File: config.mk
export PLATFORM = sky130hd
export DESIGN_NAME = source_text_tokenizer
export DESIGN_NICKNAME = d
export VERILOG_FILES = /design/src/hdl/stt_pkg.sv /design/src/hdl/source_text_tokenizer.sv
export SDC_FILE = /design/constraint.sdc
export NUM_CORES = 2
export LEC_CHECK = 0
export BUFFER_PORTS_ARGS = -buffer_cell sky130_fd_sc_hd__buf_4
export CAP_MARGIN = 20
export CORE_MARGIN = 2
export CORE_UTILIZATION = 30
export CTS_CLUSTER_SIZE = 30
export DETAILED_ROUTE_END_ITERATION = 6
export PLACE_DENSITY = 0.42
export SLEW_MARGIN = 5
export SYNTH_ARGS = -nofsm -noshare
export SYNTH_HDL_FRONTEND = slang
export SYNTH_SLANG_ARGS = --single-unit
File: constraint.sdc
create_clock -name clk -period 27.9 [get_ports clk]
set_clock_uncertainty 0.15 [all_clocks]
set_input_delay 6.975 -clock clk [delete_from_list [all_inputs] [get_ports clk]]
set_output_delay 6.975 -clock clk [all_outputs]
set_load 0.1 [all_outputs]
File: src/hdl/stt_pkg.sv
// shared types, token codes and character classes for the source text tokenizer
package stt_pkg;

  localparam int KEYWORD_MAX_LEN_DEF = 8;
  localparam int LENGTH_BITS_DEF = 16;
  localparam int LINE_BITS_DEF = 24;
  localparam int COLUMN_BITS_DEF = 16;
  localparam int OFFSET_BITS_DEF = 24;
  localparam int MAX_RESULTS = 3;

  typedef logic [6:0] kind_t;

  localparam kind_t K_NONE = 7'd0;
  localparam kind_t K_BOOL = 7'd27;
  localparam kind_t K_INT = 7'd28;
  localparam kind_t K_FLOAT = 7'd29;
  localparam kind_t K_STRING = 7'd30;
  localparam kind_t K_CHAR = 7'd31;
  localparam kind_t K_IDENT = 7'd32;
  localparam kind_t K_LPAREN = 7'd33;
  localparam kind_t K_RPAREN = 7'd34;
  localparam kind_t K_LBRACE = 7'd35;
  localparam kind_t K_RBRACE = 7'd36;
  localparam kind_t K_LBRACKET = 7'd37;
  localparam kind_t K_RBRACKET = 7'd38;
  localparam kind_t K_COMMA = 7'd39;
  localparam kind_t K_SEMI = 7'd40;
  localparam kind_t K_DOT = 7'd41;
  localparam kind_t K_DOTDOT = 7'd42;
  localparam kind_t K_AT = 7'd43;
  localparam kind_t K_COLON = 7'd44;
  localparam kind_t K_COLONEQ = 7'd45;
  localparam kind_t K_ARROW = 7'd46;
  localparam kind_t K_MINUSEQ = 7'd47;
  localparam kind_t K_MINUS = 7'd48;
  localparam kind_t K_PLUSEQ = 7'd49;
  localparam kind_t K_PLUS = 7'd50;
  localparam kind_t K_STAREQ = 7'd51;
  localparam kind_t K_STAR = 7'd52;
  localparam kind_t K_SLASHEQ = 7'd53;
  localparam kind_t K_SLASH = 7'd54;
  localparam kind_t K_PCTEQ = 7'd55;
  localparam kind_t K_PCT = 7'd56;
  localparam kind_t K_EQEQ = 7'd57;
  localparam kind_t K_FATARROW = 7'd58;
  localparam kind_t K_EQ = 7'd59;
  localparam kind_t K_BANGEQ = 7'd60;
  localparam kind_t K_BANG = 7'd61;
  localparam kind_t K_SHLEQ = 7'd62;
  localparam kind_t K_SHL = 7'd63;
  localparam kind_t K_LE = 7'd64;
  localparam kind_t K_LT = 7'd65;
  localparam kind_t K_SHREQ = 7'd66;
  localparam kind_t K_SHR = 7'd67;
  localparam kind_t K_GE = 7'd68;
  localparam kind_t K_GT = 7'd69;
  localparam kind_t K_ANDAND = 7'd70;
  localparam kind_t K_AMPEQ = 7'd71;
  localparam kind_t K_AMP = 7'd72;
  localparam kind_t K_OROR = 7'd73;
  localparam kind_t K_PIPEEQ = 7'd74;
  localparam kind_t K_PIPE = 7'd75;
  localparam kind_t K_CARETEQ = 7'd76;
  localparam kind_t K_CARET = 7'd77;
  localparam kind_t K_TILDE = 7'd78;
  localparam kind_t K_DOC = 7'd79;
  localparam kind_t K_EOF = 7'd80;
  localparam kind_t K_ERROR = 7'd81;

  typedef enum logic [32:0] {
    M_IDLE      = 33'b1 << 0,
    M_IDENT     = 33'b1 << 1,
    M_ZERO      = 33'b1 << 2,
    M_DEC       = 33'b1 << 3,
    M_DECDOT    = 33'b1 << 4,
    M_FRAC      = 33'b1 << 5,
    M_EXPSIGN   = 33'b1 << 6,
    M_EXPDIG    = 33'b1 << 7,
    M_SUFFIX    = 33'b1 << 8,
    M_PREFIXED  = 33'b1 << 9,
    M_STR       = 33'b1 << 10,
    M_CHR       = 33'b1 << 11,
    M_SLASH     = 33'b1 << 12,
    M_SLASH2    = 33'b1 << 13,
    M_LINECOM   = 33'b1 << 14,
    M_DOC       = 33'b1 << 15,
    M_BLOCK     = 33'b1 << 16,
    M_BLOCKSTAR = 33'b1 << 17,
    M_DOT       = 33'b1 << 18,
    M_COLON     = 33'b1 << 19,
    M_MINUS     = 33'b1 << 20,
    M_PLUS      = 33'b1 << 21,
    M_STAR      = 33'b1 << 22,
    M_PCT       = 33'b1 << 23,
    M_EQ        = 33'b1 << 24,
    M_BANG      = 33'b1 << 25,
    M_LT        = 33'b1 << 26,
    M_GT        = 33'b1 << 27,
    M_AMP       = 33'b1 << 28,
    M_PIPE      = 33'b1 << 29,
    M_CARET     = 33'b1 << 30,
    M_SHL       = 33'b1 << 31,
    M_SHR       = 33'b1 << 32
  } mode_t;

  function automatic logic is_alpha(input logic [7:0] c);
    return (c >= "a" && c <= "z") || (c >= "A" && c <= "Z") || c == "_";
  endfunction

  function automatic logic is_digit(input logic [7:0] c);
    return c >= "0" && c <= "9";
  endfunction

  function automatic logic is_ident(input logic [7:0] c);
    return is_alpha(c) || is_digit(c);
  endfunction

  function automatic logic is_dec(input logic [7:0] c);
    return is_digit(c) || c == "_";
  endfunction

  function automatic logic is_space(input logic [7:0] c);
    return c == " " || (c >= 8'd9 && c <= 8'd13);
  endfunction

  // keyword buffer holds the first byte in its low bits, so the texts are reversed
  function automatic kind_t kw_kind(input logic [63:0] b);
    case (b)
      64'("nf"):       return 7'd0;
      64'("bup"):      return 7'd1;
      64'("ter"):      return 7'd2;
      64'("tel"):      return 7'd3;
      64'("rav"):      return 7'd4;
      64'("fer"):      return 7'd5;
      64'("tum"):      return 7'd6;
      64'("tsnoc"):    return 7'd7;
      64'("fi"):       return 7'd8;
      64'("esle"):     return 7'd9;
      64'("pool"):     return 7'd10;
      64'("elihw"):    return 7'd11;
      64'("kaerb"):    return 7'd12;
      64'("eunitnoc"): return 7'd13;
      64'("hctam"):    return 7'd14;
      64'("tcurts"):   return 7'd15;
      64'("mune"):     return 7'd16;
      64'("epyt"):     return 7'd17;
      64'("anera"):    return 7'd18;
      64'("efasnu"):   return 7'd19;
      64'("eruces"):   return 7'd20;
      64'("esu"):      return 7'd21;
      64'("dom"):      return 7'd22;
      64'("emitpmoc"): return 7'd23;
      64'("enilni"):   return 7'd24;
      64'("tiart"):    return 7'd25;
      64'("lpmi"):     return 7'd26;
      64'("eurt"):     return K_BOOL;
      64'("eslaf"):    return K_BOOL;
      default:         return K_IDENT;
    endcase
  endfunction

  function automatic kind_t op_single(input mode_t m);
    case (m)
      M_DOT:   return K_DOT;
      M_COLON: return K_COLON;
      M_MINUS: return K_MINUS;
      M_PLUS:  return K_PLUS;
      M_STAR:  return K_STAR;
      M_PCT:   return K_PCT;
      M_EQ:    return K_EQ;
      M_BANG:  return K_BANG;
      M_LT:    return K_LT;
      M_GT:    return K_GT;
      M_AMP:   return K_AMP;
      M_PIPE:  return K_PIPE;
      M_SLASH: return K_SLASH;
      default: return K_CARET;
    endcase
  endfunction

  // two-byte operator, K_NONE when the pair forms none
  function automatic kind_t op_pair(input mode_t m, input logic [7:0] c);
    case (m)
      M_DOT:   return c == "." ? K_DOTDOT : K_NONE;
      M_COLON: return c == "=" ? K_COLONEQ : K_NONE;
      M_MINUS: return c == ">" ? K_ARROW : (c == "=" ? K_MINUSEQ : K_NONE);
      M_PLUS:  return c == "=" ? K_PLUSEQ : K_NONE;
      M_STAR:  return c == "=" ? K_STAREQ : K_NONE;
      M_PCT:   return c == "=" ? K_PCTEQ : K_NONE;
      M_EQ:    return c == "=" ? K_EQEQ : (c == ">" ? K_FATARROW : K_NONE);
      M_BANG:  return c == "=" ? K_BANGEQ : K_NONE;
      M_LT:    return c == "=" ? K_LE : K_NONE;
      M_GT:    return c == "=" ? K_GE : K_NONE;
      M_AMP:   return c == "&" ? K_ANDAND : (c == "=" ? K_AMPEQ : K_NONE);
      M_PIPE:  return c == "|" ? K_OROR : (c == "=" ? K_PIPEEQ : K_NONE);
      M_CARET: return c == "=" ? K_CARETEQ : K_NONE;
      default: return K_NONE;
    endcase
  endfunction

endpackage

File: src/hdl/source_text_tokenizer.sv
// source text tokenizer: one byte per transaction, up to three tokens out per byte
// latency: first token of a byte is valid the cycle after the byte is taken
// throughput: one byte per cycle while bytes yield at most one token and the output is not
//   stalled; further tokens hold the input until the three-slot result register drains
// reset (rst, synchronous): scanner idle at offset 0, line 1, column 1, no token pending
// a zero byte flushes the open token, emits EOF and returns the scanner to that state
module source_text_tokenizer #(
  parameter int KEYWORD_MAX_LEN = stt_pkg::KEYWORD_MAX_LEN_DEF,
  parameter int LENGTH_BITS = stt_pkg::LENGTH_BITS_DEF,
  parameter int LINE_BITS = stt_pkg::LINE_BITS_DEF,
  parameter int COLUMN_BITS = stt_pkg::COLUMN_BITS_DEF,
  parameter int OFFSET_BITS = stt_pkg::OFFSET_BITS_DEF
) (
  input  logic                   clk,
  input  logic                   rst,
  input  logic                   text_valid,
  output logic                   text_stall,
  input  logic [7:0]             text_byte,
  output logic                   token_valid,
  input  logic                   token_stall,
  output stt_pkg::kind_t         token_kind,
  output logic [OFFSET_BITS-1:0] start_offset,
  output logic [LENGTH_BITS-1:0] token_length,
  output logic [LINE_BITS-1:0]   start_line,
  output logic [COLUMN_BITS-1:0] start_column,
  output logic                   last_of_run
);
  import stt_pkg::*;

  localparam int KBW = 8 * KEYWORD_MAX_LEN;
  localparam int OSW = (OFFSET_BITS > LENGTH_BITS ? OFFSET_BITS : LENGTH_BITS) + 1;
  localparam int CSW = (COLUMN_BITS > LENGTH_BITS ? COLUMN_BITS : LENGTH_BITS) + 1;
  localparam logic [OSW-1:0] OFF_MAX = OSW'({OFFSET_BITS{1'b1}});
  localparam logic [CSW-1:0] COL_MAX = CSW'({COLUMN_BITS{1'b1}});

  typedef struct packed {
    kind_t                  kind;
    logic [OFFSET_BITS-1:0] off;
    logic [LENGTH_BITS-1:0] len;
    logic [LINE_BITS-1:0]   line;
    logic [COLUMN_BITS-1:0] col;
  } res_t;

  function automatic logic [LENGTH_BITS-1:0] len_add(input logic [LENGTH_BITS-1:0] v,
                                                     input logic [1:0] d);
    logic [LENGTH_BITS:0] s;
    s = {1'b0, v} + (LENGTH_BITS + 1)'(d);
    return s[LENGTH_BITS] ? {LENGTH_BITS{1'b1}} : s[LENGTH_BITS-1:0];
  endfunction

  function automatic logic [OFFSET_BITS-1:0] off_add(input logic [OFFSET_BITS-1:0] v,
                                                     input logic [LENGTH_BITS-1:0] d);
    logic [OSW-1:0] s;
    s = OSW'(v) + OSW'(d);
    return (s > OFF_MAX) ? {OFFSET_BITS{1'b1}} : s[OFFSET_BITS-1:0];
  endfunction

  function automatic logic [COLUMN_BITS-1:0] col_add(input logic [COLUMN_BITS-1:0] v,
                                                     input logic [LENGTH_BITS-1:0] d);
    logic [CSW-1:0] s;
    s = CSW'(v) + CSW'(d);
    return (s > COL_MAX) ? {COLUMN_BITS{1'b1}} : s[COLUMN_BITS-1:0];
  endfunction

  // scanner state
  mode_t                  mode;
  logic [OFFSET_BITS-1:0] cur_offset;
  logic [LINE_BITS-1:0]   cur_line;
  logic [COLUMN_BITS-1:0] cur_column;
  logic [OFFSET_BITS-1:0] tok_start_offset;
  logic [LINE_BITS-1:0]   tok_start_line;
  logic [COLUMN_BITS-1:0] tok_start_column;
  logic [LENGTH_BITS-1:0] tok_length;
  logic [KBW-1:0]         keyword_buffer;
  logic                   float_seen;
  logic                   raw_string;
  logic                   escape_pending;

  mode_t                  mode_next;
  logic [OFFSET_BITS-1:0] cur_offset_next;
  logic [LINE_BITS-1:0]   cur_line_next;
  logic [COLUMN_BITS-1:0] cur_column_next;
  logic [OFFSET_BITS-1:0] tok_start_offset_next;
  logic [LINE_BITS-1:0]   tok_start_line_next;
  logic [COLUMN_BITS-1:0] tok_start_column_next;
  logic [LENGTH_BITS-1:0] tok_length_next;
  logic [KBW-1:0]         keyword_buffer_next;
  logic                   float_seen_next;
  logic                   raw_string_next;
  logic                   escape_pending_next;

  // result register
  res_t       res_q [MAX_RESULTS];
  res_t       res_next [MAX_RESULTS];
  logic [1:0] res_cnt;
  logic [1:0] res_idx;
  logic [1:0] n_next;

  logic in_fire, out_fire, out_last;

  assign token_valid  = (res_cnt != 2'd0);
  assign out_last     = (res_idx == res_cnt - 2'd1);
  assign out_fire     = token_valid && !token_stall;
  assign text_stall   = token_valid && !(out_fire && out_last);
  assign in_fire      = text_valid && !text_stall;
  assign token_kind   = res_q[res_idx].kind;
  assign start_offset = res_q[res_idx].off;
  assign token_length = res_q[res_idx].len;
  assign start_line   = res_q[res_idx].line;
  assign start_column = res_q[res_idx].col;
  assign last_of_run  = out_last;

  always_comb begin
    logic [7:0]             c;
    logic                   done;
    logic                   cons;
    logic                   ev;
    kind_t                  ek;
    kind_t                  pk;
    logic [LENGTH_BITS-1:0] el;
    logic [OFFSET_BITS-1:0] eo;
    logic [LINE_BITS-1:0]   eli;
    logic [COLUMN_BITS-1:0] eco;
    logic                   tail;
    kind_t                  idk;
    c = text_byte;
    mode_next = mode;
    cur_offset_next = cur_offset;
    cur_line_next = cur_line;
    cur_column_next = cur_column;
    tok_start_offset_next = tok_start_offset;
    tok_start_line_next = tok_start_line;
    tok_start_column_next = tok_start_column;
    tok_length_next = tok_length;
    keyword_buffer_next = keyword_buffer;
    float_seen_next = float_seen;
    raw_string_next = raw_string;
    escape_pending_next = escape_pending;
    n_next = 2'd0;
    done = 1'b0;
    cons = 1'b1;
    ev = 1'b0;
    ek = K_NONE;
    pk = K_NONE;
    el = '0;
    eo = '0;
    eli = '0;
    eco = '0;
    tail = 1'b0;
    idk = K_IDENT;
    for (int r = 0; r < MAX_RESULTS; r++) begin
      res_next[r] = res_q[r];
    end

    // identifier kind from the buffer as it stands
    if (tok_length <= LENGTH_BITS'(8)) begin
      idk = kw_kind(keyword_buffer[63:0]);
    end

    if (c == 8'd0) begin
      // end of text: flush the open token
      eo = tok_start_offset;
      eli = tok_start_line;
      eco = tok_start_column;
      el = tok_length;
      ev = 1'b1;
      case (mode)
        M_IDLE, M_SLASH2, M_LINECOM, M_BLOCK, M_BLOCKSTAR: ev = 1'b0;
        M_IDENT: ek = idk;
        M_ZERO, M_DEC, M_FRAC, M_EXPSIGN, M_EXPDIG, M_SUFFIX, M_PREFIXED:
          ek = float_seen ? K_FLOAT : K_INT;
        M_DECDOT: ek = K_INT;
        M_STR, M_CHR: ek = K_ERROR;
        M_DOC: ek = K_DOC;
        M_SHL: begin
          ek = K_SHL;
          el = LENGTH_BITS'(2);
        end
        M_SHR: begin
          ek = K_SHR;
          el = LENGTH_BITS'(2);
        end
        default: begin
          ek = op_single(mode);
          el = LENGTH_BITS'(1);
        end
      endcase
      if (ev) begin
        res_next[n_next] = '{ek, eo, el, eli, eco};
        n_next = n_next + 2'd1;
      end
      if (mode == M_DECDOT) begin
        // the dot after the number stands alone
        res_next[n_next] = '{K_DOT, off_add(tok_start_offset, tok_length),
                             LENGTH_BITS'(1), tok_start_line,
                             col_add(tok_start_column, tok_length)};
        n_next = n_next + 2'd1;
      end
      res_next[n_next] = '{K_EOF, cur_offset, '0, cur_line, cur_column};
      n_next = n_next + 2'd1;
      mode_next = M_IDLE;
      cur_offset_next = '0;
      cur_line_next = LINE_BITS'(1);
      cur_column_next = COLUMN_BITS'(1);
      tok_start_offset_next = '0;
      tok_start_line_next = LINE_BITS'(1);
      tok_start_column_next = COLUMN_BITS'(1);
      tok_length_next = '0;
      keyword_buffer_next = '0;
      float_seen_next = 1'b0;
      raw_string_next = 1'b0;
      escape_pending_next = 1'b0;
    end else begin
      // a byte may end open tokens before it is consumed, at most four passes
      for (int it = 0; it < 4; it++) begin
        if (!done) begin
          cons = 1'b1;
          ev = 1'b0;
          ek = K_NONE;
          el = tok_length_next;
          eo = tok_start_offset_next;
          eli = tok_start_line_next;
          eco = tok_start_column_next;
          tail = 1'b0;
          idk = K_IDENT;
          if (tok_length_next <= LENGTH_BITS'(8)) begin
            idk = kw_kind(keyword_buffer_next[63:0]);
          end
          case (mode_next)
            M_IDLE: begin
              tok_start_offset_next = cur_offset;
              tok_start_line_next = cur_line;
              tok_start_column_next = cur_column;
              tok_length_next = LENGTH_BITS'(1);
              float_seen_next = 1'b0;
              raw_string_next = 1'b0;
              escape_pending_next = 1'b0;
              if (is_space(c)) begin
                mode_next = M_IDLE;
              end else if (is_digit(c)) begin
                mode_next = (c == "0") ? M_ZERO : M_DEC;
              end else if (is_alpha(c)) begin
                keyword_buffer_next = KBW'(c);
                mode_next = M_IDENT;
              end else begin
                mode_next = M_IDLE;
                ek = K_NONE;
                case (c)
                  "\"": mode_next = M_STR;
                  "'":  mode_next = M_CHR;
                  "/":  mode_next = M_SLASH;
                  ".":  mode_next = M_DOT;
                  ":":  mode_next = M_COLON;
                  "-":  mode_next = M_MINUS;
                  "+":  mode_next = M_PLUS;
                  "*":  mode_next = M_STAR;
                  "%":  mode_next = M_PCT;
                  "=":  mode_next = M_EQ;
                  "!":  mode_next = M_BANG;
                  "<":  mode_next = M_LT;
                  ">":  mode_next = M_GT;
                  "&":  mode_next = M_AMP;
                  "|":  mode_next = M_PIPE;
                  "^":  mode_next = M_CARET;
                  "(":  ek = K_LPAREN;
                  ")":  ek = K_RPAREN;
                  "{":  ek = K_LBRACE;
                  "}":  ek = K_RBRACE;
                  "[":  ek = K_LBRACKET;
                  "]":  ek = K_RBRACKET;
                  ",":  ek = K_COMMA;
                  ";":  ek = K_SEMI;
                  "@":  ek = K_AT;
                  "~":  ek = K_TILDE;
                  default: ek = K_ERROR;
                endcase
                if (mode_next == M_IDLE) begin
                  ev = 1'b1;
                  el = LENGTH_BITS'(1);
                  eo = cur_offset;
                  eli = cur_line;
                  eco = cur_column;
                end
              end
            end
            M_IDENT: begin
              if (c == "\"" && tok_length_next == LENGTH_BITS'(1) &&
                  keyword_buffer_next[7:0] == "r") begin
                raw_string_next = 1'b1;
                tok_length_next = len_add(tok_length_next, 2'd1);
                mode_next = M_STR;
              end else if (is_ident(c)) begin
                for (int j = 0; j < KEYWORD_MAX_LEN; j++) begin
                  if (tok_length_next == LENGTH_BITS'(j)) begin
                    keyword_buffer_next[8*j +: 8] = c;
                  end
                end
                tok_length_next = len_add(tok_length_next, 2'd1);
              end else begin
                ev = 1'b1;
                ek = idk;
                mode_next = M_IDLE;
                cons = 1'b0;
              end
            end
            M_ZERO: begin
              if (c == "x" || c == "X" || c == "b" || c == "B" || c == "o" || c == "O") begin
                tok_length_next = len_add(tok_length_next, 2'd1);
                mode_next = M_PREFIXED;
              end else begin
                mode_next = M_DEC;
                cons = 1'b0;
              end
            end
            M_DEC: begin
              if (is_dec(c)) begin
                tok_length_next = len_add(tok_length_next, 2'd1);
              end else if (c == ".") begin
                mode_next = M_DECDOT;
              end else if (c == "e" || c == "E") begin
                float_seen_next = 1'b1;
                tok_length_next = len_add(tok_length_next, 2'd1);
                mode_next = M_EXPSIGN;
              end else begin
                tail = 1'b1;
              end
            end
            M_DECDOT: begin
              if (is_digit(c)) begin
                float_seen_next = 1'b1;
                tok_length_next = len_add(tok_length_next, 2'd2);
                mode_next = M_FRAC;
              end else begin
                // close the int and reopen at the dot
                ev = 1'b1;
                ek = K_INT;
                tok_start_offset_next = off_add(tok_start_offset_next, tok_length_next);
                tok_start_column_next = col_add(tok_start_column_next, tok_length_next);
                tok_length_next = LENGTH_BITS'(1);
                mode_next = M_DOT;
                cons = 1'b0;
              end
            end
            M_FRAC: begin
              if (is_dec(c)) begin
                tok_length_next = len_add(tok_length_next, 2'd1);
              end else if (c == "e" || c == "E") begin
                tok_length_next = len_add(tok_length_next, 2'd1);
                mode_next = M_EXPSIGN;
              end else begin
                tail = 1'b1;
              end
            end
            M_EXPSIGN: begin
              if (c == "+" || c == "-" || is_dec(c)) begin
                tok_length_next = len_add(tok_length_next, 2'd1);
                mode_next = M_EXPDIG;
              end else begin
                tail = 1'b1;
              end
            end
            M_EXPDIG: begin
              if (is_dec(c)) begin
                tok_length_next = len_add(tok_length_next, 2'd1);
              end else begin
                tail = 1'b1;
              end
            end
            M_SUFFIX, M_PREFIXED: tail = 1'b1;
            M_STR, M_CHR: begin
              tok_length_next = len_add(tok_length_next, 2'd1);
              el = tok_length_next;
              if (escape_pending_next) begin
                escape_pending_next = 1'b0;
              end else if (!raw_string_next && c == "\\") begin
                escape_pending_next = 1'b1;
              end else if (mode_next == M_STR && c == "\"") begin
                ev = 1'b1;
                ek = K_STRING;
                mode_next = M_IDLE;
              end else if (mode_next == M_CHR && c == "'") begin
                ev = 1'b1;
                ek = K_CHAR;
                mode_next = M_IDLE;
              end
            end
            M_SLASH: begin
              if (c == "/") begin
                tok_length_next = len_add(tok_length_next, 2'd1);
                mode_next = M_SLASH2;
              end else if (c == "*") begin
                mode_next = M_BLOCK;
              end else if (c == "=") begin
                ev = 1'b1;
                ek = K_SLASHEQ;
                el = LENGTH_BITS'(2);
                mode_next = M_IDLE;
              end else begin
                ev = 1'b1;
                ek = K_SLASH;
                el = LENGTH_BITS'(1);
                mode_next = M_IDLE;
                cons = 1'b0;
              end
            end
            M_SLASH2: begin
              if (c == "/") begin
                tok_length_next = len_add(tok_length_next, 2'd1);
                mode_next = M_DOC;
              end else begin
                mode_next = (c == "\n") ? M_IDLE : M_LINECOM;
              end
            end
            M_LINECOM: begin
              if (c == "\n") begin
                mode_next = M_IDLE;
              end
            end
            M_DOC: begin
              if (c == "\n") begin
                ev = 1'b1;
                ek = K_DOC;
                mode_next = M_IDLE;
              end else begin
                tok_length_next = len_add(tok_length_next, 2'd1);
              end
            end
            M_BLOCK: begin
              if (c == "*") begin
                mode_next = M_BLOCKSTAR;
              end
            end
            M_BLOCKSTAR: begin
              mode_next = (c == "/") ? M_IDLE : ((c == "*") ? M_BLOCKSTAR : M_BLOCK);
            end
            M_SHL, M_SHR: begin
              ev = 1'b1;
              if (c == "=") begin
                ek = (mode_next == M_SHL) ? K_SHLEQ : K_SHREQ;
                el = LENGTH_BITS'(3);
              end else begin
                ek = (mode_next == M_SHL) ? K_SHL : K_SHR;
                el = LENGTH_BITS'(2);
                cons = 1'b0;
              end
              mode_next = M_IDLE;
            end
            default: begin
              if (mode_next == M_LT && c == "<") begin
                mode_next = M_SHL;
              end else if (mode_next == M_GT && c == ">") begin
                mode_next = M_SHR;
              end else begin
                pk = op_pair(mode_next, c);
                ev = 1'b1;
                if (pk != K_NONE) begin
                  ek = pk;
                  el = LENGTH_BITS'(2);
                end else begin
                  ek = op_single(mode_next);
                  el = LENGTH_BITS'(1);
                  cons = 1'b0;
                end
                mode_next = M_IDLE;
              end
            end
          endcase
          // number modes: identifier bytes go to the suffix, others end the number
          if (tail) begin
            if (is_ident(c)) begin
              tok_length_next = len_add(tok_length_next, 2'd1);
              mode_next = M_SUFFIX;
            end else begin
              ev = 1'b1;
              ek = float_seen_next ? K_FLOAT : K_INT;
              el = tok_length_next;
              mode_next = M_IDLE;
              cons = 1'b0;
            end
          end
          if (ev && n_next != 2'd3) begin
            res_next[n_next] = '{ek, eo, el, eli, eco};
            n_next = n_next + 2'd1;
          end
          done = cons;
        end
      end
      if (cur_offset != {OFFSET_BITS{1'b1}}) begin
        cur_offset_next = cur_offset + OFFSET_BITS'(1);
      end
      if (c == "\n") begin
        if (cur_line != {LINE_BITS{1'b1}}) begin
          cur_line_next = cur_line + LINE_BITS'(1);
        end
        cur_column_next = COLUMN_BITS'(1);
      end else if (cur_column != {COLUMN_BITS{1'b1}}) begin
        cur_column_next = cur_column + COLUMN_BITS'(1);
      end
    end
  end

  always_ff @(posedge clk) begin
    if (rst) begin
      mode <= M_IDLE;
      cur_offset <= '0;
      cur_line <= LINE_BITS'(1);
      cur_column <= COLUMN_BITS'(1);
      tok_start_offset <= '0;
      tok_start_line <= LINE_BITS'(1);
      tok_start_column <= COLUMN_BITS'(1);
      tok_length <= '0;
      keyword_buffer <= '0;
      float_seen <= 1'b0;
      raw_string <= 1'b0;
      escape_pending <= 1'b0;
      res_cnt <= 2'd0;
      res_idx <= 2'd0;
    end else begin
      if (out_fire) begin
        if (out_last) begin
          res_cnt <= 2'd0;
          res_idx <= 2'd0;
        end else begin
          res_idx <= res_idx + 2'd1;
        end
      end
      if (in_fire) begin
        mode <= mode_next;
        cur_offset <= cur_offset_next;
        cur_line <= cur_line_next;
        cur_column <= cur_column_next;
        tok_start_offset <= tok_start_offset_next;
        tok_start_line <= tok_start_line_next;
        tok_start_column <= tok_start_column_next;
        tok_length <= tok_length_next;
        keyword_buffer <= keyword_buffer_next;
        float_seen <= float_seen_next;
        raw_string <= raw_string_next;
        escape_pending <= escape_pending_next;
        if (n_next != 2'd0) begin
          res_cnt <= n_next;
          res_idx <= 2'd0;
        end
      end
    end
  end

  // result payload, no reset needed
  always_ff @(posedge clk) begin
    if (in_fire && n_next != 2'd0) begin
      for (int r = 0; r < MAX_RESULTS; r++) begin
        res_q[r] <= res_next[r];
      end
    end
  end

endmodule

======== Word-level counts from Yosys, hierarchy flattened ========
Memory sizes are Yosys's and may differ from the RTL's. A register that Yosys moved wholly into a read port is not among the register bits.
Cells that the tools add are included.
word-level totals
  register bits ........................... 248
  bits in writable memories ............... 261
  input port bits ......................... 12
  output and inout port bits .............. 90
  word-level logic and storage cells ...... 1364
  memories kept ........................... 1
cells by class
  add/sub/neg operators ................... 30
  magnitude comparators ................... 30
  eq/ne operators ......................... 330
  muxes and demuxes ....................... 824
  bitwise logic cells ..................... 5
  reductions and logical operators ........ 130
memory list
  memory  words  bits a word  rd ports  clocked after memory_dff  wr ports  RTL line                     RTL
  res_q   3      87           4         1                         3         source_text_tokenizer.sv:93  res_t res_q [MAX_RESULTS];
operators by type and width
  cell                                              count
  2-to-1 mux 33 bit                                 98
  2-to-1 mux 261 bit                                11
  2-to-1 mux 16 bit                                 173
  == test 64 x 23 -> 1 bit (second input constant)  32
  one-hot mux 33 bit (15 select lines)              4
  2-to-1 mux 24 bit                                 80
  == test 64 x 39 -> 1 bit (second input constant)  28
  2-to-1 mux 64 bit                                 27
  == test 64 x 31 -> 1 bit (second input constant)  24
  bitwise mux 261 bit                               5
  == test 64 x 47 -> 1 bit (second input constant)  16
  demux 87 bit (select 2 bit)                       5
  2-to-1 mux 87 bit                                 9
  one-hot mux 16 bit (11 select lines)              4
  one-hot mux 6 bit (28 select lines)               4
  2-to-1 mux 7 bit                                  77
  == test 64 x 15 -> 1 bit (second input constant)  8
  == test 64 x 63 -> 1 bit (second input constant)  8
  one-hot mux 64 bit (2 select lines)               4
  one-hot mux 31 bit (16 select lines)              1
  one-hot mux 7 bit (13 select lines)               5
  one-hot mux 7 bit (12 select lines)               4
  one-hot mux 16 bit (5 select lines)               4
  one-hot mux 7 bit (8 select lines)                5
  other kinds (102)                                 713

======== Logic depth before layout (Yosys ltp) ========
  word-level depth ........................ 62
  mapped depth ............................ 56
  depth with buffers taken out ............ 52

======== Worst setup path before layout ========
OpenSTA, ideal clock, no wires.
  path kind ............................... in2reg
  start ................................... in text_byte[2]
  end ..................................... mem res_q[1][0] (netlist bit), enable pin
  library setup time ...................... 570 ps
  data arrival time ....................... 16900 ps
  data required time ...................... 27180 ps
  slack ................................... 10280 ps
  stages on the path ...................... 23
  path buffers ............................ 6
  path through ............................ clkbuf_1 > clkbuf_1 > nor4bb_1 > mux2i_1 > or3_1 > clkbuf_1 > nand4_1 > or3_1 > clkbuf_1 > nor2_1 > or3_1 > nor3_1 > inv_2 > clkbuf_1 > clkbuf_1 > ha_1 > nor2_1 > a21oi_1 > ha_1 > nor3_1 > mux2i_1 > o211ai_1 > a22oi_1
RTL lines
  item         RTL line                     RTL
  from (decl)  source_text_tokenizer.sv:18  input logic [7:0] text_byte,
  to (decl)    source_text_tokenizer.sv:93

======== Final worst setup path ========
  start ................................... in text_byte[4]
  end ..................................... reg tok_start_column[15]
on the way
  cells in the longest elaborated chain, start to end .. 49
  elaborated cells between the ends (all ways) .. 461
  those cells by class .................... 10 x add/sub; 11 x order compare; 101 x eq/ne; 280 x mux; 59 x reduce/logical
RTL lines
  item                                                          RTL line                                                    RTL
  >= comparator 8 x 7 -> 1 bit, or another cell as far along    stt_pkg.sv:107                                              return (c >= "a" && c <= "z") || (c >= "A" && c <= "Z") || c == "_";
  logical AND 1 bit / logical OR 1 bit (equally long branches)  stt_pkg.sv:107, source_text_tokenizer.sv:307
  logical OR 1 bit, on equally long branches (2 in a row)       stt_pkg.sv:107, source_text_tokenizer.sv:307
  logical OR 1 bit, on equally long branches                    stt_pkg.sv:115, source_text_tokenizer.sv:307
  2-to-1 mux 16 bit / logical OR 1 bit (equally long branches)  source_text_tokenizer.sv:292, source_text_tokenizer.sv:307
  2-to-1 mux 16 bit, on equally long branches                   source_text_tokenizer.sv:287, source_text_tokenizer.sv:307
  one-hot mux 16 bit (11 select lines)                          source_text_tokenizer.sv:229                                case (mode_next)
  2-to-1 mux 16 bit                                             source_text_tokenizer.sv:160                                if (c == 8'd0) begin
  (+32 left out)                                                --
  2-to-1 mux 16 bit                                             source_text_tokenizer.sv:160
  adder 16 x 16 -> 17 bit                                       source_text_tokenizer.sv:61                                 s = CSW'(v) + CSW'(d);
  > comparator 17 x 16 -> 1 bit                                 source_text_tokenizer.sv:62                                 return (s > COL_MAX) ? {COLUMN_BITS{1'b1}} : s[COLUMN_BITS-1:0];
  2-to-1 mux 16 bit                                             source_text_tokenizer.sv:62
  2-to-1 mux 16 bit                                             source_text_tokenizer.sv:329                                if (is_digit(c)) begin
  one-hot mux 16 bit (2 select lines)                           source_text_tokenizer.sv:229
  2-to-1 mux 16 bit                                             source_text_tokenizer.sv:216                                if (!done) begin
  2-to-1 mux 16 bit *                                           source_text_tokenizer.sv:160
  to (signal assigned)                                          source_text_tokenizer.sv:534                                tok_start_column <= tok_start_column_next;
  to (decl)                                                     source_text_tokenizer.sv:72                                 logic [COLUMN_BITS-1:0] tok_start_column;
Mark *: on every way between the ends. The rest lies on a longest branch, timed or not. The select of a mux whose other input is x is not followed.
A chain may end at the register's enable or synchronous reset.

==> flow_metrics.env <==
export IMPL_fin_crit_sh_pct=69.99
export IMPL_cts_resized=0
export IMPL_slew_viol_final=0
export IMPL_synth_warnings=0
export IMPL_antenna_found_initial=12
export IMPL_hold_buffers=0
export IMPL_violations="DRC"
export IMPL_crit_path_end="tok_start_column[15]"
export IMPL_std_cell_rows=143
export IMPL_max_stage_delay_ps=1020
export IMPL_cts_made_buffers=72
export IMPL_synth_top_cell_by_area="edfxtp_1"
export IMPL_synth_nets=6473
export IMPL_irDropWorstVdd_mv=0.1013
export IMPL_start_util_pct=30.18
export IMPL_min_period_ps=19530
export IMPL_io_pins=102
export IMPL_num_vias=51678
export IMPL_avgRoutedWirePerCell_microns=30.22
export IMPL_drive_above_1_share_pct=9.277
export IMPL_synthesis_area_sq_um=45800
export IMPL_overflow=0
export IMPL_finalInstanceArea_sq_um=51060
export IMPL_critPathArrivalTime_ps=19910
export IMPL_grt_pass1_wl_microns=357600
export IMPL_ys_ff_latch=509
export IMPL_clock_sinks=509
export IMPL_critPathMostFrequentCell="a21oi_1"
export IMPL_worstSetupStartpointType="input pin"
export IMPL_fin_tns_setup_ps=0
export IMPL_hp_class="reg2reg"
export IMPL_insertion_delay_ps=700
export IMPL_setup_viol=0
export IMPL_place_hpwl_microns=173300
export IMPL_die_h_microns=394.7
export IMPL_drcViolationCount=7
export IMPL_syn_avg_cell_area_sq_um=7.169
export IMPL_ff2ff_setup_slack_ps=14350
export IMPL_worstSetupStartpoint="text_byte[4]"
export IMPL_syn_inst=6388
export IMPL_post_cts_buffers=0
export IMPL_die_width_microns=394.7
export IMPL_synth_top_cell_area_share_pct=17.11
export IMPL_area_growth_pct=11.49
export IMPL_globalplace_congestion=1.031
export IMPL_dieArea_sq_um=155800
export IMPL_core_sq_um=151700
export IMPL_first_global_vias=47909
export IMPL_n_fill_cell=16522
export IMPL_hold_viol=0
export IMPL_yosysSeqAreaShare_pct=27.96
export IMPL_drt_pass1_iterations=7
export IMPL_wl_microns=250000
export IMPL_nets=6270
export IMPL_clk_pin_slew_worst_paths_ps=60
export IMPL_max_freq_mhz=51.21
export IMPL_synth_edf_count=261
export IMPL_p_leak_nw=17.92
export IMPL_synthTopCellsByCount="nand2_1, nor2_1, a21oi_1"
export IMPL_reg2regPathDepth=51
export IMPL_ys_flop_type="edfxtp_1"
export IMPL_ys_types=115
export IMPL_slew_limit_headroom_pct=10.06
export IMPL_viasPerCell=6.246
export IMPL_root_buffer="clkbuf_16"
export IMPL_cts_tree="done"
export IMPL_yosys_top_cells_area="edfxtp_1, dfxtp_1, a21oi_1"
export IMPL_powerDensity_nw_per_um2=110.6
export IMPL_slowest_stage="nand4_1"
export IMPL_r2r_start="mode[10]"
export IMPL_cts_max_path_buffers=3
export IMPL_cap_violations=0
export IMPL_outcome="finished with violations"
export IMPL_cp_end_kind="flip-flop"
export IMPL_h_tree_depth=3
export IMPL_r2r_end="tok_start_column[15]"
export IMPL_tightest_slew_ps=1339
export IMPL_place_area_sq_um=48680
export IMPL_worstPathMaxFanout=28
export IMPL_path_class="in2reg"
export IMPL_rsz0062_at_grt="false"
export IMPL_async_flop_share_pct=0
export IMPL_crit_required_ps=28290
export IMPL_yosysMostFrequentCell="nand2_1"
export IMPL_portBuffers=101
export IMPL_grt_max_degree=164
export IMPL_grt_usage_pct=30.81
export IMPL_drtIter0Drc=6545
export IMPL_drtAntennaViolNets=0
-- worst min path at each step --
stage          cells past startpoint  slack [ps]       start    endpoint
3_5_place_dp                       2         320  res_cnt[1]  res_cnt[1]
6_report                           2         350  res_cnt[1]  res_cnt[1]
5_1_grt                            2         350  res_cnt[1]  res_cnt[1]
3_3_place_gp                       2         320  res_cnt[1]  res_cnt[1]
2_1_floorplan                      2         290  float_seen  float_seen
4_1_cts                            2         330  res_cnt[1]  res_cnt[1]
-- power by group --
group	leakage [nW]	internal, mW	total (mW)	switching [mW]
Combinational	12.3	0.805	3.33	2.52
Sequential	4.48	1.19	1.38	0.198
Clock	1.13	0.534	0.939	0.405
Total	17.9	2.52	5.65	3.12
-- state kept, by name, indices dropped and copies added (netlist names) --
register	flops
tok_length	16
tok_start_offset	24
res_idx	2
escape_pending	1
cur_line	24
raw_string	1
res_q	261
tok_start_line	24
cur_column	16
tok_start_column	16
float_seen	1
cur_offset	24
keyword_buffer	64
mode	33
res_cnt	2
-- placed cells by master, fill, tap and decap left out, drive strengths merged, types with 47 or more instances in the layout --
master / synthesis / layout
xor2: 47 / 47
xnor2: 69 / 69
edfxtp: 261 / 261
buf: 56 / 280
nor4: 82 / 82
a211oi: 132 / 132
o22ai: 57 / 57
and2: 49 / 49
a22oi: 187 / 187
mux2i: 264 / 264
nand3: 228 / 228
dfxtp: 248 / 248
inv: 90 / 91
a21oi: 703 / 703
a31oi: 60 / 60
o211ai: 57 / 57
clkbuf: 505 / 112
nor3: 166 / 166
nand4: 93 / 93
nor2: 732 / 732
o21ai: 568 / 568
nand2: 871 / 871
ha: 70 / 70
and3: 84 / 84
-- metrics by stage --
stage          worst slack [ps]  hold slack, ps  total power, mW  util (%)  std cells
2_1_floorplan             10280           291.4            3.492         -       6388
3_3_place_gp               8154           317.8            4.653     32.06       8131
3_5_place_dp               8066           320.6            4.656     32.08       8135
4_1_cts                    8701           327.9            5.617     33.62       8265
5_1_grt                    7497           353.3            5.895     33.65       8271
6_report                   8374           349.1            5.649     33.65       8274
-- cell families after synthesis --
kind of cell | after synthesis | synth area share (%)
XOR/XNOR | 116 | 2.219
buffers and inverters | 653 | 5.503
multiplexers | 308 | 6.852
AND/OR/NAND/NOR | 2613 | 27.07
adder cells (fa/ha/maj) | 73 | 2.044
flip-flops | 509 | 27.96
AO/OA/AOI/OAI | 2116 | 28.36
-- final cells by class --
type,count,area (sq um),area share [%]
multi-input cells,5226,30840,60.40
well taps,2030,2540,4.975
repair buffers,284,2181,4.271
clock buffers,109,2103,4.119
inverters,92,354.1,0.6935
diodes,3,7.507,0.01470
clock inverters,21,225.2,0.4411
flip-flops and latches,509,12810,25.09
-- critical path, delay by kind of cell --
kind / cells / cell delay [ps]
fa+ha+maj: 3 / 810
buf+inv: 4 / 810
xor+xnor: 1 / 160
compound gates: 27 / 5510
simple gates: 16 / 5620
-- layer usage --
metal	vias to the layer above	GRT usage [%]	wire length, microns
li1	23187	-	-
met1	25366	44.18	112700
met2	2636	45.79	105200
met3	483	5.475	22280
met4	6	11.20	9770
met5	-	0	44
Power figures use the tool's default switching activity.
